<file path="config.mk">
export PLATFORM = sky130hd
export DESIGN_NAME = sgr_style_parameter_decoder_core
export DESIGN_NICKNAME = d
export VERILOG_FILES = /design/src/rtl/core/sgrpd_pkg.sv /design/src/rtl/core/sgrpd_step.sv /design/src/rtl/core/sgr_style_parameter_decoder_core.sv
export SDC_FILE = /design/constraint.sdc
export NUM_CORES = 1
export LEC_CHECK = 0
export ABC_AREA = 1
export BUFFER_PORTS_ARGS = -buffer_cell sky130_fd_sc_hd__buf_2
export CAP_MARGIN = 10
export CORE_MARGIN = 2
export CORE_UTILIZATION = 60
export CTS_CLUSTER_DIAMETER = 50
export DETAILED_ROUTE_END_ITERATION = 7
export GPL_TIMING_DRIVEN = 0
export PLACE_DENSITY = 0.8
export SYNTH_ARGS = -nofsm -noshare
export SYNTH_HDL_FRONTEND = slang
export SYNTH_SLANG_ARGS = --single-unit
</file>
<file path="constraint.sdc">
create_clock -name clk -period 6.5 [get_ports clk]
set_input_delay 0.975 -clock clk [delete_from_list [all_inputs] [get_ports clk]]
set_output_delay 0.975 -clock clk [all_outputs]
set_load 0.01 [all_outputs]
</file>
<file path="src/rtl/core/sgrpd_pkg.sv">
// sgrpd_pkg: types, codes and helpers for the sgr style parameter decoder
// used by sgrpd_step and sgr_style_parameter_decoder_core, no dependencies
`timescale 1ns / 1ps

package sgrpd_pkg;

	// longest sequence the count field can describe
	localparam int MAX_PARAMS = 32;
	localparam logic [4:0] AFTER_MAX = 5'(MAX_PARAMS - 1);

	// colour kinds
	localparam logic [1:0] KIND_DEFAULT = 2'd0;
	localparam logic [1:0] KIND_INDEXED = 2'd1;
	localparam logic [1:0] KIND_TRUE    = 2'd2;

	// attribute bit positions
	localparam int ATTR_BOLD      = 0;
	localparam int ATTR_DIM       = 1;
	localparam int ATTR_ITALIC    = 2;
	localparam int ATTR_UNDERLINE = 3;
	localparam int ATTR_INVERSE   = 4;
	localparam int ATTR_STRIKE    = 5;

	// sgr codes with special meaning
	localparam logic [14:0] SGR_RESET     = 15'd0;
	localparam logic [14:0] SGR_FG_EXT    = 15'd38;
	localparam logic [14:0] SGR_BG_EXT    = 15'd48;
	localparam logic signed [15:0] MODE_INDEXED = 16'sd5;
	localparam logic signed [15:0] MODE_TRUE    = 16'sd2;

	// extended colour sub-sequence phase
	typedef enum logic [2:0] {
		PH_NORMAL = 3'd0,
		PH_MODE   = 3'd1,
		PH_INDEX  = 3'd2,
		PH_RED    = 3'd3,
		PH_GREEN  = 3'd4,
		PH_BLUE   = 3'd5
	} phase_t;

	typedef struct packed {
		logic signed [15:0] param_value;
		logic [4:0]         params_after;
	} in_t;

	typedef struct packed {
		logic [1:0]  fore_kind;
		logic [23:0] fore_value;
		logic [1:0]  back_kind;
		logic [23:0] back_value;
		logic [5:0]  attr_mask;
		logic        sequence_end;
	} out_t;

	typedef struct packed {
		logic [1:0]  fg_kind;
		logic [23:0] fg_color;
		logic [1:0]  bg_kind;
		logic [23:0] bg_color;
		logic [5:0]  attr_bits;
	} style_t;

	typedef struct packed {
		phase_t     phase;
		logic       target_fg;
		logic [7:0] held_red;
		logic [7:0] held_green;
	} ext_t;

	// clamp a signed parameter to 0..255
	function automatic logic [7:0] sat_byte(input logic signed [15:0] v);
		logic [7:0] r;
		if (v[15]) begin
			r = 8'd0;
		end else if (v[14:8] != 7'd0) begin
			r = 8'd255;
		end else begin
			r = v[7:0];
		end
		return r;
	endfunction

endpackage

</file>
<file path="src/rtl/core/sgrpd_step.sv">
// sgrpd_step: next style and extended-colour phase for one sgr parameter
// depends on sgrpd_pkg
`timescale 1ns / 1ps

module sgrpd_step (
	input  sgrpd_pkg::style_t style,
	input  sgrpd_pkg::ext_t   ext,
	input  sgrpd_pkg::in_t    item,
	output sgrpd_pkg::style_t style_next,
	output sgrpd_pkg::ext_t   ext_next
);

	logic [4:0]  after;
	logic [14:0] pz;
	logic [7:0]  pb;
	logic [7:0]  comp;

	assign after = (item.params_after > sgrpd_pkg::AFTER_MAX) ?
		sgrpd_pkg::AFTER_MAX : item.params_after;
	// negative counts as zero
	assign pz   = item.param_value[15] ? 15'd0 : item.param_value[14:0];
	assign pb   = pz[7:0];
	assign comp = sgrpd_pkg::sat_byte(item.param_value);

	always_comb begin
		style_next = style;
		ext_next   = ext;
		case (ext.phase)
			sgrpd_pkg::PH_MODE: begin
				if (item.param_value == sgrpd_pkg::MODE_INDEXED && after >= 5'd1) begin
					ext_next.phase = sgrpd_pkg::PH_INDEX;
				end else if (item.param_value == sgrpd_pkg::MODE_TRUE && after >= 5'd3) begin
					ext_next.phase = sgrpd_pkg::PH_RED;
				end else begin
					ext_next.phase = sgrpd_pkg::PH_NORMAL;
				end
			end
			sgrpd_pkg::PH_INDEX: begin
				if (ext.target_fg) begin
					style_next.fg_kind  = sgrpd_pkg::KIND_INDEXED;
					style_next.fg_color = {16'd0, comp};
				end else begin
					style_next.bg_kind  = sgrpd_pkg::KIND_INDEXED;
					style_next.bg_color = {16'd0, comp};
				end
				ext_next.phase = sgrpd_pkg::PH_NORMAL;
			end
			sgrpd_pkg::PH_RED: begin
				ext_next.held_red = comp;
				ext_next.phase    = sgrpd_pkg::PH_GREEN;
			end
			sgrpd_pkg::PH_GREEN: begin
				ext_next.held_green = comp;
				ext_next.phase      = sgrpd_pkg::PH_BLUE;
			end
			sgrpd_pkg::PH_BLUE: begin
				if (ext.target_fg) begin
					style_next.fg_kind  = sgrpd_pkg::KIND_TRUE;
					style_next.fg_color = {ext.held_red, ext.held_green, comp};
				end else begin
					style_next.bg_kind  = sgrpd_pkg::KIND_TRUE;
					style_next.bg_color = {ext.held_red, ext.held_green, comp};
				end
				ext_next.phase = sgrpd_pkg::PH_NORMAL;
			end
			default: begin
				// normal parameter, also the unreachable phase codes
				ext_next.phase = sgrpd_pkg::PH_NORMAL;
				case (pz) inside
					sgrpd_pkg::SGR_RESET: style_next = '0;
					15'd1:  style_next.attr_bits[sgrpd_pkg::ATTR_BOLD]      = 1'b1;
					15'd2:  style_next.attr_bits[sgrpd_pkg::ATTR_DIM]       = 1'b1;
					15'd3:  style_next.attr_bits[sgrpd_pkg::ATTR_ITALIC]    = 1'b1;
					15'd4:  style_next.attr_bits[sgrpd_pkg::ATTR_UNDERLINE] = 1'b1;
					15'd7:  style_next.attr_bits[sgrpd_pkg::ATTR_INVERSE]   = 1'b1;
					15'd9:  style_next.attr_bits[sgrpd_pkg::ATTR_STRIKE]    = 1'b1;
					15'd22: begin
						style_next.attr_bits[sgrpd_pkg::ATTR_BOLD] = 1'b0;
						style_next.attr_bits[sgrpd_pkg::ATTR_DIM]  = 1'b0;
					end
					15'd23: style_next.attr_bits[sgrpd_pkg::ATTR_ITALIC]    = 1'b0;
					15'd24: style_next.attr_bits[sgrpd_pkg::ATTR_UNDERLINE] = 1'b0;
					15'd27: style_next.attr_bits[sgrpd_pkg::ATTR_INVERSE]   = 1'b0;
					15'd29: style_next.attr_bits[sgrpd_pkg::ATTR_STRIKE]    = 1'b0;
					[15'd30:15'd37]: begin
						style_next.fg_kind  = sgrpd_pkg::KIND_INDEXED;
						style_next.fg_color = {16'd0, pb - 8'd30};
					end
					15'd39: begin
						style_next.fg_kind  = sgrpd_pkg::KIND_DEFAULT;
						style_next.fg_color = 24'd0;
					end
					[15'd40:15'd47]: begin
						style_next.bg_kind  = sgrpd_pkg::KIND_INDEXED;
						style_next.bg_color = {16'd0, pb - 8'd40};
					end
					15'd49: begin
						style_next.bg_kind  = sgrpd_pkg::KIND_DEFAULT;
						style_next.bg_color = 24'd0;
					end
					[15'd90:15'd97]: begin
						style_next.fg_kind  = sgrpd_pkg::KIND_INDEXED;
						style_next.fg_color = {16'd0, pb - 8'd82};
					end
					[15'd100:15'd107]: begin
						style_next.bg_kind  = sgrpd_pkg::KIND_INDEXED;
						style_next.bg_color = {16'd0, pb - 8'd92};
					end
					sgrpd_pkg::SGR_FG_EXT, sgrpd_pkg::SGR_BG_EXT: begin
						// start of a 38/48 sub-sequence needs a mode after it
						if (after != 5'd0) begin
							ext_next.target_fg = (pz == sgrpd_pkg::SGR_FG_EXT);
							ext_next.phase     = sgrpd_pkg::PH_MODE;
						end
					end
					default: ;
				endcase
			end
		endcase
		// last parameter of the sequence drops any pending sub-sequence
		if (after == 5'd0) begin
			ext_next.phase = sgrpd_pkg::PH_NORMAL;
		end
	end

endmodule

</file>
<file path="src/rtl/core/sgr_style_parameter_decoder_core.sv">
// sgr style parameter decoder: input register, then result register, which loads only
// when empty or being drained; throughput one transaction per cycle while result_ready
// does not stall it; the input register feeds one decode step whose result updates the
// style state and the result register in the same edge
// arst_n clears the style, the extended-colour phase and both valid flags
// depends on sgrpd_pkg and sgrpd_step
`timescale 1ns / 1ps

module sgr_style_parameter_decoder_core (
	input  logic              clk,
	input  logic              arst_n,
	input  logic              item_valid,
	output logic              item_ready,
	input  sgrpd_pkg::in_t    item,
	output logic              result_valid,
	input  logic              result_ready,
	output sgrpd_pkg::out_t   result
);

	// input stage
	logic              valid_s1;
	sgrpd_pkg::in_t    item_s1;

	// running style and sub-sequence state
	sgrpd_pkg::style_t style_q;
	sgrpd_pkg::ext_t   ext_q;
	sgrpd_pkg::style_t style_next;
	sgrpd_pkg::ext_t   ext_next;

	// result register
	logic              out_valid_q;
	sgrpd_pkg::out_t   out_q;

	logic              advance;

	// the input stage moves on when the result register is empty or being drained
	assign advance    = valid_s1 && (!out_valid_q || result_ready);
	assign item_ready = !valid_s1 || advance;

	always_ff @(posedge clk or negedge arst_n) begin
		if (!arst_n) begin
			valid_s1 <= 1'b0;
		end else if (item_ready) begin
			valid_s1 <= item_valid;
		end
	end

	// payload register, no reset needed
	always_ff @(posedge clk) begin
		if (item_ready && item_valid) begin
			item_s1 <= item;
		end
	end

	sgrpd_step u_step (
		.style      (style_q),
		.ext        (ext_q),
		.item       (item_s1),
		.style_next (style_next),
		.ext_next   (ext_next)
	);

	// style state commits exactly once per parameter, when it leaves the input stage
	always_ff @(posedge clk or negedge arst_n) begin
		if (!arst_n) begin
			style_q <= '0;
			ext_q   <= '{phase: sgrpd_pkg::PH_NORMAL, target_fg: 1'b0,
				held_red: 8'd0, held_green: 8'd0};
		end else if (advance) begin
			style_q <= style_next;
			ext_q   <= ext_next;
		end
	end

	always_ff @(posedge clk or negedge arst_n) begin
		if (!arst_n) begin
			out_valid_q <= 1'b0;
		end else if (advance) begin
			out_valid_q <= 1'b1;
		end else if (result_ready) begin
			out_valid_q <= 1'b0;
		end
	end

	// result transaction carries the style after this parameter
	always_ff @(posedge clk) begin
		if (advance) begin
			out_q.fore_kind    <= style_next.fg_kind;
			out_q.fore_value   <= style_next.fg_color;
			out_q.back_kind    <= style_next.bg_kind;
			out_q.back_value   <= style_next.bg_color;
			out_q.attr_mask    <= style_next.attr_bits;
			out_q.sequence_end <= (item_s1.params_after == 5'd0);
		end
	end

	assign result_valid = out_valid_q;
	assign result       = out_q;

	// sequence end always leaves the sub-sequence phase idle
	a_end_clears_phase: assert property (@(posedge clk) disable iff (!arst_n)
		advance && item_s1.params_after == 5'd0 |=> ext_q.phase == sgrpd_pkg::PH_NORMAL)
		else $error("phase pending after last parameter");

	// default colours carry a zero value
	a_fore_default_zero: assert property (@(posedge clk) disable iff (!arst_n)
		out_valid_q && out_q.fore_kind == sgrpd_pkg::KIND_DEFAULT |-> out_q.fore_value == 24'd0)
		else $error("default foreground with nonzero value");

	a_back_default_zero: assert property (@(posedge clk) disable iff (!arst_n)
		out_valid_q && out_q.back_kind == sgrpd_pkg::KIND_DEFAULT |-> out_q.back_value == 24'd0)
		else $error("default background with nonzero value");

	// an empty result register never holds back the input
	a_ready_when_empty: assert property (@(posedge clk) disable iff (!arst_n)
		!out_valid_q |-> item_ready)
		else $error("input stalled with empty result register");

	// a result is valid in the cycle after the input stage advances
	a_result_follows: assert property (@(posedge clk) disable iff (!arst_n)
		advance |=> result_valid)
		else $error("advanced parameter produced no result");

endmodule

</file>
==> impl_metrics.toml, run 1 <==
[status]
outcome = "complete, no violations"

[yosys]
async_flop_share_pct = 50.0
yosys.area.top_type_share_pct = 28.8
synth-edff-count = 80
yosys-top-cells-area = "edfxtp_1, dfrtp_1, nand2_1"
synth_area_um2 = 8330
synth_flop_cell = "edfxtp_1"
yosys.cell_types.count = 43
yosysSeqAreaShare_pct = 52.9
syn_inst = 950
synth_nets = 990
synth_seq_cells = 160
ys_warn_count = 0
synth_top_area_cell = "edfxtp_1"
syn_area_per_cell_um2 = 8.77

[flow_run]
drv_cap = 0

[finish]
seq_area_um2 = 4400
num-fill-cells = 1092
final_layout_size_suffix_gt1_share_pct = 16.9
multiInputGateArea_um2 = 3370
instances_no_fill = 1249
insertedDiodeCount = 0
area_delta_synth_final_pct = 15.5
finalNetCount = 1096

[worst_hold_path]
hold_class = "in -> async"

[detailed_routing]
wl_met1_mm = 9.55
ant_nets = 0
met3_length_mm = 2.25
wl_per_cell_um = 17.5
top_layer_used = "met4"
drt-vias-per-instance = 5.85
vias = 7310
totalWireLength_mm = 21.9
wl_met2_mm = 9.55
drc = 0
dr.pass1.iters = 6
drtIter0Drc = 988

[clock_network]
insertion_delay_ns = 0.43
clockBufferDepth = 2
hold_buffers = 0
cts.reportedPaths.clkPinSlew_ns = 0.07
cts_sinks = 160
tritoncts = "yes"
h-tree-depth = 4
numCtsBuffers = 17
post_cts.repair.setup_buffers = 0
cts_root_buf = "clkbuf_16"
cts_resized = 0

[placed_design]
port_buffers = 85
hpwl_mm = 15.5
place_ws_ns = 3.07
place.gp.congestion = 0.939
post-place-cells = 1217

[floorplanning]
die_w_um = 122
die-area_um2 = 14800
rows = 43
io_pins = 86
die_height_um = 122
start_util_pct = 60.7
core_um2 = 13700

[pwr]
p_leak_nw = 4.45
power_per_cell_area_nw_per_um2 = 433
vdd_drop_max_uv = 233

[grt]
grt-ovfl-total = 0
antenna_found_initial = 0
grt_pass1_wl_mm = 34.6
grt_max_degree = 57
grt_pass1_vias = 6535
grtUsageTotal_pct = 30.7

[sta]
rsz0062_at_grt = "false"
setup_viol = 0
finalHoldViolations = 0
fin_hold_ws_ns = 0.476
max_slew_margin_pct = 22.8
fmax_mhz = 286
tightestPinTransition_ns = 1.15
fin_ws_ns = 3.00
clock_skew_ns = 0.00946
final_max_slew_viol_count = 0
fin_crit_sh_pct = 53.8
setup-tns-final_ns = 0
period_minus_slack_ns = 3.50

[worst_setup_path]
critPathArrivalTime_ns = 3.78
critPathRequiredTime_ns = 6.78
critical_path_class = "reg -> reg"
crit_slowest_cell = "nor2_1"
crit_chain = "buf_6 -> nor2_1 -> inv_1 -> ha_1 -> nand3_1 -> nor2_1 -> nand2_1 -> nand2_1 -> nor2_1 -> nand2_1 -> nor2_4 -> nand2_4 -> nand2_4 -> buf_6 -> o21ai_2 -> nand2_1 -> o21ai_0"
max_stage_delay_ns = 0.54
startpoint_type = "register"
crit_path_end_kind = "register"
rrSetupSlack_ns = 3.00
critical_path.most_common_cell = "nand2_1"
cp_max_fo = 10
worst max-delay path: cells and delay by family, from the launching register on:
family	cells	cell delay (ns)
AND/OR/NAND/NOR	11	1.69
buffers and inverters	3	0.72
flip-flops	1	0.38
adder cells (fa/ha/maj)	1	0.37
AO/OA/AOI/OAI	2	0.18
stage by stage:
| step | instance area [um^2] | power [W] | util (%) |
|---|---|---|---|
| floorplan | 8330 | 0.00264 | - |
| global placement | 8980 | 0.00308 | 65.5 |
| detailed placement | 9030 | 0.00313 | 65.8 |
| CTS | 9620 | 0.00414 | 70.1 |
| global route | 9620 | 0.00441 | 70.1 |
| finish | 9620 | 0.00416 | 70.1 |
layout by cell type (no fill, tap or decap), types with 2 or more instances in the layout:
master       n
nor2_2       3
nor4_1       2
nor3_1       8
inv_6        6
o21ai_0     69
nand2_2     10
a21oi_1     20
o22ai_1     10
nor2_1      85
a31oi_1     21
nand2_4      6
inv_1       89
o21ai_1      6
xor2_1       7
nand2_1    258
buf_4        4
inv_8        4
dfrtp_1     80
nor2_4       6
nand3_2      2
a22oi_1      2
o211ai_1     3
or2_2        2
buf_6        3
ha_1        15
nand3_1     61
buf_1        2
inv_2        6
a32oi_1     32
nand3b_1     6
edfxtp_1    80
clkbuf_16   19
o21ai_2     10
buf_2       91
nand4_1      6
clkbuf_1    21
cells by family after synthesis:
group           Yosys count  synth area share (%)
buf+inv                 133                  6.67
simple gates            458                  24.1
fa+ha+maj                15                  2.25
compound gates          177                  13.4
flops                   160                  52.9
xor+xnor                  7                 0.736
area by class of cell:
cell class	instances	share of cell area, %
sequential	160	45.8
tap	180	2.34
clock inverter	12	1.14
inverter	97	3.81
multi-input combinational	657	35.0
clock buffer	20	4.98
timing repair buffer	87	4.94
buffer	36	1.96
layer usage:
layer / global-route usage, % / vias to the layer above
met3: 6.74 / 44
li1: - / 3440
met1: 46.4 / 3416
met5: 0 / -
met4: 10.4 / 0
met2: 44.0 / 410
sequential cells by signal (all words and copies together) (netlist names):
register / cells
ext_q: 20
item_s1: 21
result: 59
result_valid: 1
style_q: 58
valid_s1: 1
report_power, final:
group / internal, W / switching (W)
clock: 0.000552 / 0.000446
combinational: 0.000471 / 0.000998
sequential: 0.00150 / 0.000197
total: 0.00252 / 0.00164
synthesized netlist by cell type, drive strengths merged, types with 3 or more instances:
library cell / count
nor3: 8
edfxtp: 80
dfrtp: 80
inv: 96
xor2: 7
clkbuf: 20
o211ai: 3
a21oi: 20
nand4: 7
nand3: 63
ha: 15
o21ai: 86
nand3b: 7
a31oi: 21
buf: 16
nor2: 94
a32oi: 32
o22ai: 10
nand2: 274
path summary, 6_finish.rpt:
| path | from | end | cells after the start |
|---|---|---|---|
| setup / recovery | item_s1[20]$_DFFE_PP_ | style_q[46]$_DFFE_PN0P_ | 17 |
| hold / removal | arst_n | style_q[4]$_DFFE_PN0P_ | 1 |
| setup reg to reg | item_s1[20]$_DFFE_PP_ | style_q[46]$_DFFE_PN0P_ | 17 |
| hold reg to reg | style_q[39]$_DFFE_PN0P_ | style_q[39]$_DFFE_PN0P_ | 2 |
| max in group asynchronous | arst_n | style_q[15]$_DFFE_PN0P_ | 2 |
| min in group clk | style_q[39]$_DFFE_PN0P_ | style_q[39]$_DFFE_PN0P_ | 2 |
Note: power is estimated with default switching activity, not from simulation.
==> run 2: changes to the inputs <==
CORE_UTILIZATION = 54   (was 60)
PLACE_DENSITY = 0.76   (was 0.8)
clock period = 2.9 ns   (was 6.5 ns; I/O delays follow)
==> run 2 against run 1 <==
Net effect:
- design area up 1.9%
- die area rose by 11%
- total power rose by 120%
- critical path type unchanged
- largest cell class unchanged
==> impl_metrics.toml, run 2 (same netlist as run 1, synthesis figures left out) <==
[worst_setup_path]
critPathArrivalTime_ns = 2.91
max_stage_delay_ns = 0.76
crit_slowest_cell = "buf_2"
critical_path.most_common_cell = "nand2_1"
critical_path_class = "reg -> reg"
crit_path_end_kind = "register"
critPathRequiredTime_ns = 3.03
cp_max_fo = 35
crit_chain = "nand2_1 -> nand2_1 -> inv_1 -> clkbuf_1 -> buf_2 -> buf_12"
startpoint_type = "register"

[detailed_routing]
top_layer_used = "met4"
vias = 7298
drtIter0Drc = 927
drt-vias-per-instance = 5.72
wl_met2_mm = 9.97
drc = 0
dr.pass1.iters = 6
ant_nets = 0
met3_length_mm = 2.15
wl_per_cell_um = 17.7
wl_met1_mm = 10.0
totalWireLength_mm = 22.6

[flow_run]
drv_cap = 0

[grt]
antenna_found_initial = 1
grt_pass1_wl_mm = 36.3
grt-ovfl-total = 0
grt_max_degree = 60
grt_pass1_vias = 6827
grtUsageTotal_pct = 28.8

[floorplanning]
die_height_um = 128
rows = 45
die_w_um = 128
start_util_pct = 55.0
io_pins = 86
die-area_um2 = 16400
core_um2 = 15100

[clock_network]
cts.reportedPaths.clkPinSlew_ns = 0.06
tritoncts = "yes"
cts_root_buf = "clkbuf_16"
h-tree-depth = 4
cts_sinks = 160
clockBufferDepth = 2
numCtsBuffers = 17
insertion_delay_ns = 0.44

[placed_design]
port_buffers = 85
place_ws_ns = -0.601
place.gp.congestion = 0.934
hpwl_mm = 15.8

[pwr]
vdd_drop_max_uv = 547
p_leak_nw = 4.53
power_per_cell_area_nw_per_um2 = 953

[worst_hold_path]
hold_class = "in -> reg"

[sta]
fin_hold_ws_ns = 0.174
tightestPinTransition_ns = 0.834
max_slew_margin_pct = 44.4
finalHoldViolations = 0
fin_crit_sh_pct = 95.6
clock_skew_ns = 0.0103
fin_ws_ns = 0.127
setup_viol = 0
fmax_mhz = 361
period_minus_slack_ns = 2.77
final_max_slew_viol_count = 0

[finish]
largest_reg_flops = 59
final_common_cell = "nand2_1"
num-fill-cells = 1230
area_delta_synth_final_pct = 17.7
final_layout_size_suffix_gt1_share_pct = 19.0
layout_common_cells = "nand2_1, buf_2, inv_1, nor2_1"
seq_area_um2 = 4400
finalNetCount = 1114
insertedDiodeCount = 0
multiInputGateArea_um2 = 3420

[status]
outcome = "complete, no violations"
==> run 2: cell types whose count changed in the layout (fill, tap and decap cells not counted), sizes merged <==
cell / before / now
buf: 103 / 120
bufinv: 0 / 1
clkbuf: 40 / 42
clkinv: 2 / 3
clkinvlp: 1 / 4
dlygate4sd3: 0 / 1
inv: 106 / 99
==> run 2: worst paths after layout <==
kind,slack [ns],start,cells past startpoint,to
worst max-delay path,0.13,result_valid$_DFFE_PN0P_,6,result[56]$_DFFE_PP_
worst max register to register,0.13,result_valid$_DFFE_PN0P_,6,result[56]$_DFFE_PP_
max in group asynchronous,1.82,arst_n,3,ext_q[7]$_DFFE_PN0P_
worst min-delay path,0.17,item[17],1,item_s1[17]$_DFFE_PP_
worst min register to register,0.52,style_q[34]$_DFFE_PN0P_,2,style_q[34]$_DFFE_PN0P_
min in group asynchronous,0.48,arst_n,2,style_q[4]$_DFFE_PN0P_
==> run 2: final cells by class <==
class	instances	share of cell area [%]
Sequential cell	160	44.9
Multi-Input combinational cell	657	34.9
Timing Repair Buffer	105	6.23
Clock buffer	22	4.74
Inverter	97	3.84
Tap cell	188	2.40
Buffer	36	1.97
Clock inverter	10	1.02
==> run 2: metrics by stage <==
step                      setup TNS (ns)  util [%]  total power, W  instances  instance area, um^2
final                                  0      64.7         0.00934       1275                 9800
after detailed placement          -55.30      59.7         0.00704       1225                 9040
after global routing             -0.0224      64.7         0.00993       1275                 9800
after CTS                              0      64.3         0.00926       1270                 9730
after floorplan                        0         -         0.00592        950                 8330
after global placement            -64.36      59.4         0.00693       1223                 8990
==> run 2: worst max-delay path, delay by kind of cell, from the launching register on <==
kind                   cells  cell delay [ns]
buffers and inverters      4             1.70
flip-flops                 1             0.39
AND/OR/NAND/NOR            2             0.35
==> run 2: metal layers <==
metal,vias up,GRT usage (%)
met1,3406,41.6
met5,-,0
li1,3467,-
met4,0,9.11
met3,46,8.31
met2,379,42.2
==> run 2: where the power goes <==
group          switching [W]  total, W  internal, W
Clock               0.000936   0.00217      0.00124
Sequential          0.000449   0.00381      0.00336
Combinational        0.00227   0.00336      0.00109
==> run 2: what timing repair did <==
action	4_1_cts	5_1_grt
hold buffers	1	0
endpoints found under the hold margin	21	0
endpoints found under the setup margin	118	84
resized for setup	7	9
setup buffers	12	4
pin swaps	2	2
